===== src/rtl/core/rgbc_to_hsl_convert_top_assert.svh =====
// Assertion macros for the RGBC to HSL converter.
// Used by rgbc_to_hsl_convert_top; expects clk and rst_n in scope.
`ifndef RGBC_TO_HSL_CONVERT_TOP_ASSERT_SVH
`define RGBC_TO_HSL_CONVERT_TOP_ASSERT_SVH

// same-cycle implication, disabled in reset
`define RGBC_ASSERT_NOW(lbl, ante, cons, msg) \
  lbl: assert property (@(posedge clk) disable iff (!rst_n) (ante) |-> (cons)) \
    else $error(msg);

// next-cycle implication, disabled in reset
`define RGBC_ASSERT_NEXT(lbl, ante, cons, msg) \
  lbl: assert property (@(posedge clk) disable iff (!rst_n) (ante) |=> (cons)) \
    else $error(msg);

`endif


===== src/rtl/core/rgbc_pkg.sv =====
// Shared types and constants for the RGBC to HSL converter.
// No dependencies.
`timescale 1ns / 1ps
`default_nettype none

package rgbc_pkg;

  typedef enum logic [1:0] {
    SEL_RED   = 2'd0,
    SEL_GREEN = 2'd1,
    SEL_BLUE  = 2'd2
  } hue_sel_t;

  localparam int QBITS = 7;  // quotient bits of hue and saturation dividers

  localparam logic [8:0] HUE_FULL  = 9'd360;
  localparam logic [8:0] HUE_GREEN = 9'd120;
  localparam logic [8:0] HUE_BLUE  = 9'd240;
  localparam logic [8:0] SAT_SPAN  = 9'd510;

  // one word in the hue / saturation half of the pipe
  typedef struct packed {
    logic [7:0] r;
    logic [7:0] g;
    logic [7:0] b;
    logic       cz;
    hue_sel_t   sel;
    logic       neg;
    logic       dz;
    logic [7:0] light;
    logic [7:0] dif;
    logic [7:0] hrem;
    logic [6:0] hlow;
    logic [6:0] hq;
    logic [8:0] sden;
    logic [8:0] srem;
    logic [6:0] slow;
    logic [6:0] sq;
  } hsl_stage_t;

endpackage

`default_nettype wire


===== src/rtl/core/rgbc_div_step.sv =====
// One restoring-division step: shift in a numerator bit, trial subtract.
// No dependencies.
`timescale 1ns / 1ps
`default_nettype none

module rgbc_div_step #(
  parameter int W = 16
) (
  input  wire logic [W-1:0] rem_i,   // < den_i
  input  wire logic         bit_i,
  input  wire logic [W-1:0] den_i,
  output logic      [W-1:0] rem_o,
  output logic              q_o
);

  logic [W:0] trial;
  logic [W:0] diff;

  assign trial = {rem_i, bit_i};
  assign diff  = trial - {1'b0, den_i};
  assign q_o   = (trial >= {1'b0, den_i});
  assign rem_o = q_o ? diff[W-1:0] : trial[W-1:0];

endmodule

`default_nettype wire


===== src/rtl/core/rgbc_hsl_prep.sv =====
// Max/min, lightness, hue sector and divider operands from normalized RGB.
// Depends on rgbc_pkg.
`timescale 1ns / 1ps
`default_nettype none

module rgbc_hsl_prep (
  input  wire logic [7:0]          r_i,
  input  wire logic [7:0]          g_i,
  input  wire logic [7:0]          b_i,
  input  wire logic                cz_i,
  output rgbc_pkg::hsl_stage_t     st_o
);

  logic [7:0]  mx, mn, x, y, mag;
  logic [8:0]  sum;
  logic [13:0] hn;
  logic [14:0] sn;
  rgbc_pkg::hue_sel_t sel;

  always_comb begin
    mx = r_i;
    if (g_i > mx) mx = g_i;
    if (b_i > mx) mx = b_i;
    mn = r_i;
    if (g_i < mn) mn = g_i;
    if (b_i < mn) mn = b_i;
    // ties go to red, then green
    if (mx == r_i) begin
      sel = rgbc_pkg::SEL_RED;
      x = g_i;
      y = b_i;
    end else if (mx == g_i) begin
      sel = rgbc_pkg::SEL_GREEN;
      x = b_i;
      y = r_i;
    end else begin
      sel = rgbc_pkg::SEL_BLUE;
      x = r_i;
      y = g_i;
    end
    mag = (x < y) ? (y - x) : (x - y);
  end

  assign sum = {1'b0, mx} + {1'b0, mn};
  assign hn  = {6'd0, mag} * 14'd60;
  assign sn  = {7'd0, (mx - mn)} * 15'd100;

  always_comb begin
    st_o       = '0;
    st_o.r     = r_i;
    st_o.g     = g_i;
    st_o.b     = b_i;
    st_o.cz    = cz_i;
    st_o.sel   = sel;
    st_o.neg   = (x < y);
    st_o.dif   = mx - mn;
    st_o.dz    = (mx == mn);
    st_o.light = sum[8:1];
    st_o.hrem  = {1'b0, hn[13:7]};
    st_o.hlow  = hn[6:0];
    st_o.sden  = sum[8] ? (rgbc_pkg::SAT_SPAN - sum) : sum;
    st_o.srem  = {1'b0, sn[14:7]};
    st_o.slow  = sn[6:0];
  end

endmodule

`default_nettype wire


===== src/rtl/core/rgbc_to_hsl_convert_top.sv =====
// RGBC to HSL converter, top level: normalize pipe, HSL pipe, output register.
// Depends on rgbc_pkg, rgbc_div_step, rgbc_hsl_prep and the assertion header.
//
// Usage:
//  - Input channel in_*: raw red, green, blue and clear counts. A word is
//    taken at a rising edge with in_valid high and in_stall low.
//  - Output channel out_*: normalized RGB (count*255/clear, 255 when the
//    color count reaches clear), hue 0..360 degrees, saturation 0..100
//    percent, lightness 0..255 and clear_zero. A zero clear count gives
//    all-zero fields with clear_zero set.
//  - A word passes the normalize pipe, stage A, the hue and saturation pipe
//    and the output register. Throughput: one word per cycle while the
//    pipe is not held. Bit-serial dividers: 8 steps for the normalizing
//    divide, 7 for hue and saturation, one register stage per quotient bit.
//  - Reset (rst_n low, synchronous) empties the pipe: all valid bits clear.
//  - When out_valid is high and out_stall is high the whole pipe holds and
//    in_stall rises in the same cycle; nothing is lost or repeated.
//  - No configuration; every word is independent.
`timescale 1ns / 1ps
`default_nettype none

module rgbc_to_hsl_convert_top #(
  parameter int COUNT_BITS = 16
) (
  input  wire logic                  clk,
  input  wire logic                  rst_n,
  input  wire logic                  in_valid,
  output logic                       in_stall,
  input  wire logic [COUNT_BITS-1:0] in_red_count,
  input  wire logic [COUNT_BITS-1:0] in_green_count,
  input  wire logic [COUNT_BITS-1:0] in_blue_count,
  input  wire logic [COUNT_BITS-1:0] in_clear_count,
  output logic                       out_valid,
  input  wire logic                  out_stall,
  output logic [7:0]                 out_norm_red,
  output logic [7:0]                 out_norm_green,
  output logic [7:0]                 out_norm_blue,
  output logic [8:0]                 out_hue,
  output logic [6:0]                 out_saturation,
  output logic [7:0]                 out_lightness,
  output logic                       out_clear_zero
);

  localparam int CB = COUNT_BITS;
  localparam int NW = COUNT_BITS + 8;   // count*255
  localparam int NS = 8;                // normalize divide steps
  localparam int HS = rgbc_pkg::QBITS;  // hue / saturation divide steps

  // whole pipe moves unless the finished word is held
  logic adv;
  assign adv      = !(out_valid && out_stall);
  assign in_stall = !adv;

  // ---------------- input stage: count*255 split for the divider
  logic [CB-1:0] cnt_in [0:2];
  logic [NW-1:0] nfull  [0:2];
  assign cnt_in[0] = in_red_count;
  assign cnt_in[1] = in_green_count;
  assign cnt_in[2] = in_blue_count;

  always_comb begin
    for (int c = 0; c < 3; c++) begin
      nfull[c] = {cnt_in[c], 8'd0} - {8'd0, cnt_in[c]};
    end
  end

  // ---------------- normalize pipe, one quotient bit per stage
  logic          nv_r   [0:NS];
  logic          ncz_r  [0:NS];
  logic [2:0]    nsat_r [0:NS];
  logic [7:0]    nq_r   [0:NS][0:2];
  logic [CB-1:0] nrem_r [0:NS-1][0:2];
  logic [7:0]    nlow_r [0:NS-1][0:2];
  logic [CB-1:0] ncl_r  [0:NS-1];

  wire  [CB-1:0] nrem_nxt [1:NS][0:2];
  wire           nqb_nxt  [1:NS][0:2];

  genvar gj, gc;
  generate
    for (gj = 1; gj <= NS; gj++) begin : g_nstep
      for (gc = 0; gc < 3; gc++) begin : g_ch
        rgbc_div_step #(.W(CB)) u_step (
          .rem_i (nrem_r[gj-1][gc]),
          .bit_i (nlow_r[gj-1][gc][NS-gj]),
          .den_i (ncl_r[gj-1]),
          .rem_o (nrem_nxt[gj][gc]),
          .q_o   (nqb_nxt[gj][gc])
        );
      end
    end
  endgenerate

  always_ff @(posedge clk) begin
    if (!rst_n) begin
      for (int j = 0; j <= NS; j++) nv_r[j] <= 1'b0;
    end else if (adv) begin
      nv_r[0]   <= in_valid;
      ncz_r[0]  <= (in_clear_count == '0);
      ncl_r[0]  <= in_clear_count;
      for (int c = 0; c < 3; c++) begin
        nsat_r[0][c]  <= (cnt_in[c] >= in_clear_count);
        nq_r[0][c]    <= 8'd0;
        nrem_r[0][c]  <= nfull[c][NW-1:8];
        nlow_r[0][c]  <= nfull[c][7:0];
      end
      for (int j = 1; j <= NS; j++) begin
        nv_r[j]   <= nv_r[j-1];
        ncz_r[j]  <= ncz_r[j-1];
        nsat_r[j] <= nsat_r[j-1];
        for (int c = 0; c < 3; c++) begin
          nq_r[j][c] <= {nq_r[j-1][c][6:0], nqb_nxt[j][c]};
        end
      end
      for (int j = 1; j < NS; j++) begin
        ncl_r[j] <= ncl_r[j-1];
        for (int c = 0; c < 3; c++) begin
          nrem_r[j][c] <= nrem_nxt[j][c];
          nlow_r[j][c] <= nlow_r[j-1][c];
        end
      end
    end
  end

  // ---------------- stage A: saturate / zero-clear fixup
  logic       va_r, cza_r;
  logic [7:0] ch_a_r [0:2];

  always_ff @(posedge clk) begin
    if (!rst_n) begin
      va_r <= 1'b0;
    end else if (adv) begin
      va_r  <= nv_r[NS];
      cza_r <= ncz_r[NS];
      for (int c = 0; c < 3; c++) begin
        if (ncz_r[NS])        ch_a_r[c] <= 8'd0;
        else if (nsat_r[NS][c]) ch_a_r[c] <= 8'd255;
        else                  ch_a_r[c] <= nq_r[NS][c];
      end
    end
  end

  // ---------------- stage B: max/min, sector, divider operands
  rgbc_pkg::hsl_stage_t prep_nxt;

  rgbc_hsl_prep u_prep (
    .r_i  (ch_a_r[0]),
    .g_i  (ch_a_r[1]),
    .b_i  (ch_a_r[2]),
    .cz_i (cza_r),
    .st_o (prep_nxt)
  );

  // ---------------- hue and saturation divide pipe
  logic                 hv_r [0:HS];
  rgbc_pkg::hsl_stage_t hd_r [0:HS];

  wire [7:0] hrem_nxt [1:HS];
  wire       hqb_nxt  [1:HS];
  wire [8:0] srem_nxt [1:HS];
  wire       sqb_nxt  [1:HS];

  genvar gk;
  generate
    for (gk = 1; gk <= HS; gk++) begin : g_hstep
      rgbc_div_step #(.W(8)) u_hue (
        .rem_i (hd_r[gk-1].hrem),
        .bit_i (hd_r[gk-1].hlow[HS-gk]),
        .den_i (hd_r[gk-1].dif),
        .rem_o (hrem_nxt[gk]),
        .q_o   (hqb_nxt[gk])
      );
      rgbc_div_step #(.W(9)) u_sat (
        .rem_i (hd_r[gk-1].srem),
        .bit_i (hd_r[gk-1].slow[HS-gk]),
        .den_i (hd_r[gk-1].sden),
        .rem_o (srem_nxt[gk]),
        .q_o   (sqb_nxt[gk])
      );
    end
  endgenerate

  always_ff @(posedge clk) begin
    rgbc_pkg::hsl_stage_t st;
    if (!rst_n) begin
      for (int k = 0; k <= HS; k++) hv_r[k] <= 1'b0;
    end else if (adv) begin
      hv_r[0] <= va_r;
      hd_r[0] <= prep_nxt;
      for (int k = 1; k <= HS; k++) begin
        st      = hd_r[k-1];
        st.hrem = hrem_nxt[k];
        st.hq   = {hd_r[k-1].hq[5:0], hqb_nxt[k]};
        st.srem = srem_nxt[k];
        st.sq   = {hd_r[k-1].sq[5:0], sqb_nxt[k]};
        hv_r[k] <= hv_r[k-1];
        hd_r[k] <= st;
      end
    end
  end

  // ---------------- hue assembly and output register
  rgbc_pkg::hsl_stage_t fin;
  logic [8:0] q9, hue_nxt;
  logic [6:0] sat_nxt;

  assign fin = hd_r[HS];
  assign q9  = {2'd0, fin.hq};

  always_comb begin
    case (fin.sel)
      rgbc_pkg::SEL_RED:   hue_nxt = fin.neg ? (rgbc_pkg::HUE_FULL - q9) : q9;
      rgbc_pkg::SEL_GREEN: hue_nxt = fin.neg ? (rgbc_pkg::HUE_GREEN - q9)
                                             : (rgbc_pkg::HUE_GREEN + q9);
      rgbc_pkg::SEL_BLUE:  hue_nxt = fin.neg ? (rgbc_pkg::HUE_BLUE - q9)
                                             : (rgbc_pkg::HUE_BLUE + q9);
      default:             hue_nxt = 9'd0;
    endcase
    if (fin.dz) hue_nxt = 9'd0;
    sat_nxt = fin.dz ? 7'd0 : fin.sq;
  end

  logic out_valid_r;
  assign out_valid = out_valid_r;

  always_ff @(posedge clk) begin
    if (!rst_n) begin
      out_valid_r <= 1'b0;
    end else if (adv) begin
      out_valid_r    <= hv_r[HS];
      out_norm_red   <= fin.r;
      out_norm_green <= fin.g;
      out_norm_blue  <= fin.b;
      out_hue        <= hue_nxt;
      out_saturation <= sat_nxt;
      out_lightness  <= fin.light;
      out_clear_zero <= fin.cz;
    end
  end

  // ---------------- assertions
`include "rgbc_to_hsl_convert_top_assert.svh"

  `RGBC_ASSERT_NOW(a_cz_zero, out_valid && out_clear_zero,
    out_norm_red == 8'd0 && out_norm_green == 8'd0 && out_norm_blue == 8'd0 &&
    out_hue == 9'd0 && out_saturation == 7'd0 && out_lightness == 8'd0,
    "zero clear word has nonzero fields")
  `RGBC_ASSERT_NOW(a_range, out_valid,
    out_hue <= 9'd360 && out_saturation <= 7'd100, "hue or saturation out of range")
  `RGBC_ASSERT_NOW(a_gray, out_valid && out_norm_red == out_norm_green &&
    out_norm_green == out_norm_blue,
    out_hue == 9'd0 && out_saturation == 7'd0, "gray word has hue or saturation")
  `RGBC_ASSERT_NEXT(a_hold, out_valid && out_stall,
    out_valid && $stable(out_hue) && $stable(out_norm_red) && $stable(out_clear_zero),
    "held word changed")

endmodule

`default_nettype wire

===== config.mk =====
export PLATFORM = sky130hd
export DESIGN_NAME = rgbc_to_hsl_convert_top
export DESIGN_NICKNAME = d
export VERILOG_FILES = /design/src/rtl/core/rgbc_pkg.sv /design/src/rtl/core/rgbc_div_step.sv /design/src/rtl/core/rgbc_hsl_prep.sv /design/src/rtl/core/rgbc_to_hsl_convert_top.sv
export VERILOG_INCLUDE_DIRS = /design/src /design/src/rtl/core
export SDC_FILE = /design/constraint.sdc
export NUM_CORES = 2
export LEC_CHECK = 0
export BUFFER_PORTS_ARGS = -buffer_cell sky130_fd_sc_hd__buf_2
export CORE_MARGIN = 4
export CORE_UTILIZATION = 50
export CTS_CLUSTER_DIAMETER = 150
export DETAILED_ROUTE_END_ITERATION = 8
export PLACE_DENSITY = 0.66
export SYNTH_ARGS = -nofsm -noshare
export SYNTH_HDL_FRONTEND = slang
export SYNTH_SLANG_ARGS = --single-unit
export TNS_END_PERCENT = 10

===== constraint.sdc =====
create_clock -name clk -period 41.6 [get_ports clk]
set_input_delay 2.08 -clock clk [delete_from_list [all_inputs] [get_ports clk]]
set_output_delay 2.08 -clock clk [all_outputs]
set_load 0.005 [all_outputs]

Word-level counts from Yosys, hierarchy flattened
Memories as Yosys holds them, arrays and structs flattened. A register that Yosys moved wholly into a read port is not among the register bits. Index checks and enable logic that the tools add are counted.

Memories: 10. RAM bits: 1789. Logic and storage cells: 263. Input bits: 68. Output and inout bits: 51. Flip-flop bits (word level): 50.

Memory list: hd_r (depth 8, width 99, read ports 8, clocked after Yosys merged registers in 0, wr ports 8, RTL line rgbc_to_hsl_convert_top.sv:156) `rgbc_pkg::hsl_stage_t hd_r [0:HS];`; nrem_r (depth 8, width 48, read ports 8, clocked after Yosys merged registers in 0, wr ports 8, RTL line rgbc_to_hsl_convert_top.sv:72) `logic [CB-1:0] nrem_r [0:NS-1][0:2];`; nq_r (depth 9, width 24, read ports 9, clocked after Yosys merged registers in 0, wr ports 9, RTL line rgbc_to_hsl_convert_top.sv:71) `logic [7:0] nq_r [0:NS][0:2];`; nlow_r (depth 8, width 24, read ports 8, clocked after Yosys merged registers in 0, wr ports 8, RTL line rgbc_to_hsl_convert_top.sv:73) `logic [7:0] nlow_r [0:NS-1][0:2];`; ncl_r (depth 8, width 16, read ports 8, clocked after Yosys merged registers in 0, wr ports 8, RTL line rgbc_to_hsl_convert_top.sv:74) `logic [CB-1:0] ncl_r [0:NS-1];`; nsat_r (depth 9, width 3, read ports 9, clocked after Yosys merged registers in 0, wr ports 9, RTL line rgbc_to_hsl_convert_top.sv:70) `logic [2:0] nsat_r [0:NS];`; +4 memories.

Magnitude comparators: 46. Equality and inequality tests: 5. $add $sub $neg: 48. $mul: 2. Reduce and logical (&&, ||, !) cells: 8. Mux-type cells: 112. Bitwise operators: 24.

Operators by type and width (count): greater-or-equal comparator 17 x 16 -> 1 bit (24); two-way mux 16 bit (21); subtractor 16 bit (21); two-way mux 8 bit (22); two-way mux 9 bit (11); subtractor 8 bit (10); subtractor 24 x 16 -> 24 bit (3); greater-or-equal comparator 10 x 9 -> 1 bit (7); greater-or-equal comparator 9 x 8 -> 1 bit (7); subtractor 9 bit (7); two-way mux 1 bit (55); greater-or-equal comparator 16 bit (3); case mux 9 bit (3 select lines) (1); equality test 8 bit (3); < comparator 8 bit (3); bitwise OR 1 bit (23); > comparator 8 bit (2); logical NOT 16 bit (1); multiplier 8 x 5 -> 13 bit, second input constant (1); multiplier 8 x 4 -> 12 bit, second input constant (1); adder 8 x 7 -> 9 bit, first input constant (1); adder 8 x 8 -> 9 bit (1); subtractor 8 x 7 -> 9 bit, first input constant (1); subtractor 9 x 7 -> 9 bit, first input constant (1); other kinds (11) (15).

Depth between registers and ports, before layout
An unclocked memory read counts as a cell.

Word-level depth: 11. Gate-level depth with buffers: 44. Gate-level depth less buffers: 40.

Cells and area by module
A second synthesis with hierarchy kept.

Cells, all modules: 7601. Area total of the unflattened synthesis: 91771.8 um^2.

By module, submodules not included: rgbc_to_hsl_convert_top (area each 49546.3 um^2, instances 1, cells each 2143, sequential area each 45063.2 um^2); rgbc_div_step (g_nstep[1].g_ch[0].u_step ...) (area each 1229.9 um^2, instances 13, cells each 157, sequential area each 0.0 um^2); rgbc_div_step (g_nstep[2].g_ch[1].u_step ...) (area each 1164.9 um^2, instances 10, cells each 156, sequential area each 0.0 um^2); rgbc_hsl_prep (area each 4942.2 um^2, instances 1, cells each 635, sequential area each 0.0 um^2); rgbc_div_step (g_hstep[1].u_sat ...) (area each 673.1 um^2, instances 7, cells each 86, sequential area each 0.0 um^2); rgbc_div_step (g_hstep[1].u_hue ...) (area each 539.3 um^2, instances 7, cells each 66, sequential area each 0.0 um^2); rgbc_div_step (g_nstep[8].g_ch[0].u_step) (area each 1158.6 um^2, instances 1, cells each 158, sequential area each 0.0 um^2).

Worst setup path after synthesis
Ideal clock, no wire load.

Kind: input to register. Start point: in out_stall. End point: mem ch_a_r[0][0], data pin. Stages on the path: 6. Library setup time: 0.130 ns. Arrival time: 36.153 ns. Data required time: 41.470 ns. Slack: 5.316 ns. Path buffers: 2. Cell sequence: nand2_1 > and2_1 > nor2b_1 > clkbuf_1 > clkbuf_1 > o21a_1.

RTL lines: from (decl) (RTL line rgbc_to_hsl_convert_top.sv:34) `input wire logic out_stall,`; to (decl) (RTL line rgbc_to_hsl_convert_top.sv:127) `logic [7:0] ch_a_r [0:2];`.

==> flow_metrics.tcl <==
set metrics [dict create \
    status "complete, no violations" \
    syn_nets 6840 \
    hold_start "nq_r[4][0]" \
    yosysWarnings 0 \
    cts_setup_buffers 0 \
    place_hpwl_um 128000 \
    h-tree-depth 4 \
    cts_tree "built" \
    tightest_slew_ns 1.22 \
    async_reset_ff_share_pct 0 \
    power.total_w 0.00651 \
    ys_seq_elements 1456 \
    grt_pass1_wl_um 259000 \
    rsz0062_at_grt "no" \
    io_buffers 118 \
    syn_area_um2 77100 \
    cts_hold_buf 0 \
    seq_area_frac_synth_pct 56.6 \
    drive_above_1_share_pct 10.2 \
    grt_overflow 0 \
    dr.pass1.iters 7 \
    crit_start "ch_a_r[0][1]" \
    routabilityCongestion 0.905 \
    finalNetCount 7044 \
    cts_resized 0 \
    cp-start-kind "flop" \
    critPathMaxStageDelay_ns 0.80 \
    clk-insertion-delay-late_ns 0.79 \
    peakVddDrop_mv 0.114 \
    dominantRegCellSynth "edfxtp_1" \
    cts-root-buf "clkbuf_16" \
    grtUsageTotal_pct 20.5 \
    hold_ws_ns 0.394 \
    cts_made_buffers 153 \
    layout-area-overhead-vs-synth_pct 10.4 \
    finalClockSkew_ns 0.0490 \
    clockBufferDepth 3 \
    antenna_cells 0 \
    slew_headroom_pct 18.8 \
    core_um2 153000 \
    fillers 12500 \
    finalWorstPathRequiredPeriod_ns 11.17 \
    critPathMaxFanout 32 \
    cpMostUsedCell "a21oi_1" \
    crit_arrival_ns 11.71 \
    vias_per_cell 5.51 \
    power_density_nw_per_um2 76.5 \
    ant_nets 0 \
    grt_pass1_vias 46600 \
    start_util_pct 50.5 \
    ys_types 74 \
    fin_crit_sh_pct 26.8 \
    critPathKind "reg -> reg" \
    die-area_um2 161000 \
    die_h_um 401 \
    setup_viol 0 \
    clkTransAtPathRegs_ns 0.06 \
    max_freq_mhz 89.6 \
    drt_iter0_markers 2819 \
    die_w_um 401 \
    clock-sinks 1456 \
    synth.avg_cell_area_um2 12.8 \
    multi_input_area_um2 31000 \
    slew_violations 0 \
    finalSetupTns_ns 0 \
    cp.buffers_inverters 4 \
    vias 46200 \
    grt_max_degree 191 \
    hold_class "reg -> reg" \
    synth_edf_count 1449 \
    cp_top_family "compound AO/OA/AOI/OAI gates" \
    cpMaxStageDelayCell "nor2_1" \
    wl_um 166000 \
    reg2reg_from "ch_a_r[0][1]" \
    io_pins 119 \
    wl_per_cell_um 19.8 \
    cap_viol_max_count 0 \
    leakage_nw 34.1 \
    hold_viol 0 \
    fp-row-count 143 \
    crit_required_ns 42.14 \
    seq_area_um2 43700 \
    synth_cells 6034 \
    drcViolationCount 0 \
    antenna_found_initial 0 \
    end_kind "flop" \
]
registers in the layout (all words and copies together) (netlist names), 24 cells and up:
signal / count
hd_r: 599
nrem_r: 384
ncl_r: 128
nlow_r: 108
nq_r: 108
nsat_r: 27
ch_a_r: 24
path summary, 6_finish.rpt:
check           endpoint  slack, ns  depth (start not counted)
min reg2reg   nq_r[5][1]       0.39                          0
max reg2reg  hd_r[0][52]      30.43                         38
min           nq_r[5][1]       0.39                          0
max          hd_r[0][52]      30.43                         38
logic make-up after synthesis:
family / after synthesis / share of synthesized area, %
simple gates: 1187 / 7.46
fa+ha+maj: 738 / 12.5
xor+xnor: 454 / 5.16
flops: 1456 / 56.6
buf+inv: 633 / 3.17
compound gates: 1203 / 9.98
mux: 363 / 5.16
through the flow:
stage / util, % / instances / area [µm²] / setup slack, ns
5_1_grt: 55.8 / 8389 / 85100 / 29.54
3_3_place_gp: 52.5 / 8113 / 80100 / 30.60
2_1_floorplan: - / 6034 / 77100 / 5.32
3_5_place_dp: 52.5 / 8113 / 80100 / 30.52
4_1_cts: 55.8 / 8389 / 85100 / 30.49
6_report: 55.8 / 8389 / 85100 / 30.43
cell usage after synthesis (49+ instances only):
cell type / n / area share [%]
a211oi_1: 57 / 0.55
a21o_1: 166 / 1.6
a21oi_1: 385 / 2.5
clkbuf_1: 49 / 0.24
edfxtp_1: 1449 / 56
fa_1: 52 / 1.3
ha_1: 686 / 11
inv_1: 536 / 2.6
mux2_2: 264 / 3.9
mux2i_1: 95 / 1.2
nand2_1: 232 / 1.1
nand2b_1: 73 / 0.59
nand3_1: 58 / 0.38
nand4_1: 83 / 0.67
nor2_1: 368 / 1.8
nor2b_1: 131 / 1.1
nor3_1: 113 / 0.73
o21a_1: 104 / 1.0
o21ai_0: 203 / 1.3
xnor2_1: 323 / 3.7
xor2_1: 131 / 1.5
power breakdown:
group          internal (W)  switching (W)
Clock              0.000786       0.000569
Sequential          0.00216       0.000196
Combinational       0.00128        0.00152
Total               0.00423        0.00228
worst reg2reg max path: cells and delay by family, from the launching register on:
family          cells  cell delay [ns]
compound gates     16             3.84
simple gates        7             1.87
mux                 3             1.14
flops               1             0.57
fa+ha+maj           6             2.25
xor+xnor            2             0.60
buf+inv             4             0.64
final cells by class:
class	count	area share, %
clock buffers	182	4.62
clock inverters	94	1.35
inverters	538	2.37
multi-input cells	3945	36.5
flip-flops and latches	1456	51.3
well taps	2030	2.98
repair buffers	144	0.938
per-layer routing:
| layer | track usage [%] | wire, µm |
|---|---|---|
| met5 | 0 | 0 |
| met4 | 9.02 | 7590 |
| met3 | 3.16 | 5890 |
| met2 | 36.6 | 84100 |
| met1 | 24.6 | 68900 |
cells in the final DEF (no fill, tap or decap), types with 10 or more instances in the layout:
| master | instances |
|---|---|
| inv_1 | 536 |
| nand2b_1 | 73 |
| clkinv_1 | 31 |
| xor2_1 | 131 |
| nor2b_1 | 131 |
| clkbuf_1 | 29 |
| buf_2 | 118 |
| xnor2_1 | 323 |
| nor2_1 | 368 |
| a211oi_1 | 57 |
| a311oi_1 | 12 |
| o21ai_0 | 203 |
| nand4_1 | 83 |
| edfxtp_1 | 1449 |
| fa_1 | 52 |
| o41ai_1 | 21 |
| o22ai_1 | 26 |
| nor4_1 | 34 |
| mux2_2 | 264 |
| buf_4 | 25 |
| mux2i_1 | 95 |
| clkinv_2 | 19 |
| a31oi_1 | 32 |
| a21oi_1 | 385 |
| and2_1 | 20 |
| o41a_1 | 14 |
| clkbuf_16 | 153 |
| a211o_1 | 13 |
| bufinv_16 | 16 |
| a21boi_0 | 43 |
| nand3_1 | 58 |
| and3_1 | 31 |
| nand2_1 | 232 |
| o211ai_1 | 10 |
| ha_1 | 686 |
| o21a_1 | 104 |
| nor3_1 | 113 |
| o21bai_1 | 46 |
| a21o_1 | 166 |
Note: power is estimated with default switching activity, not from simulation.
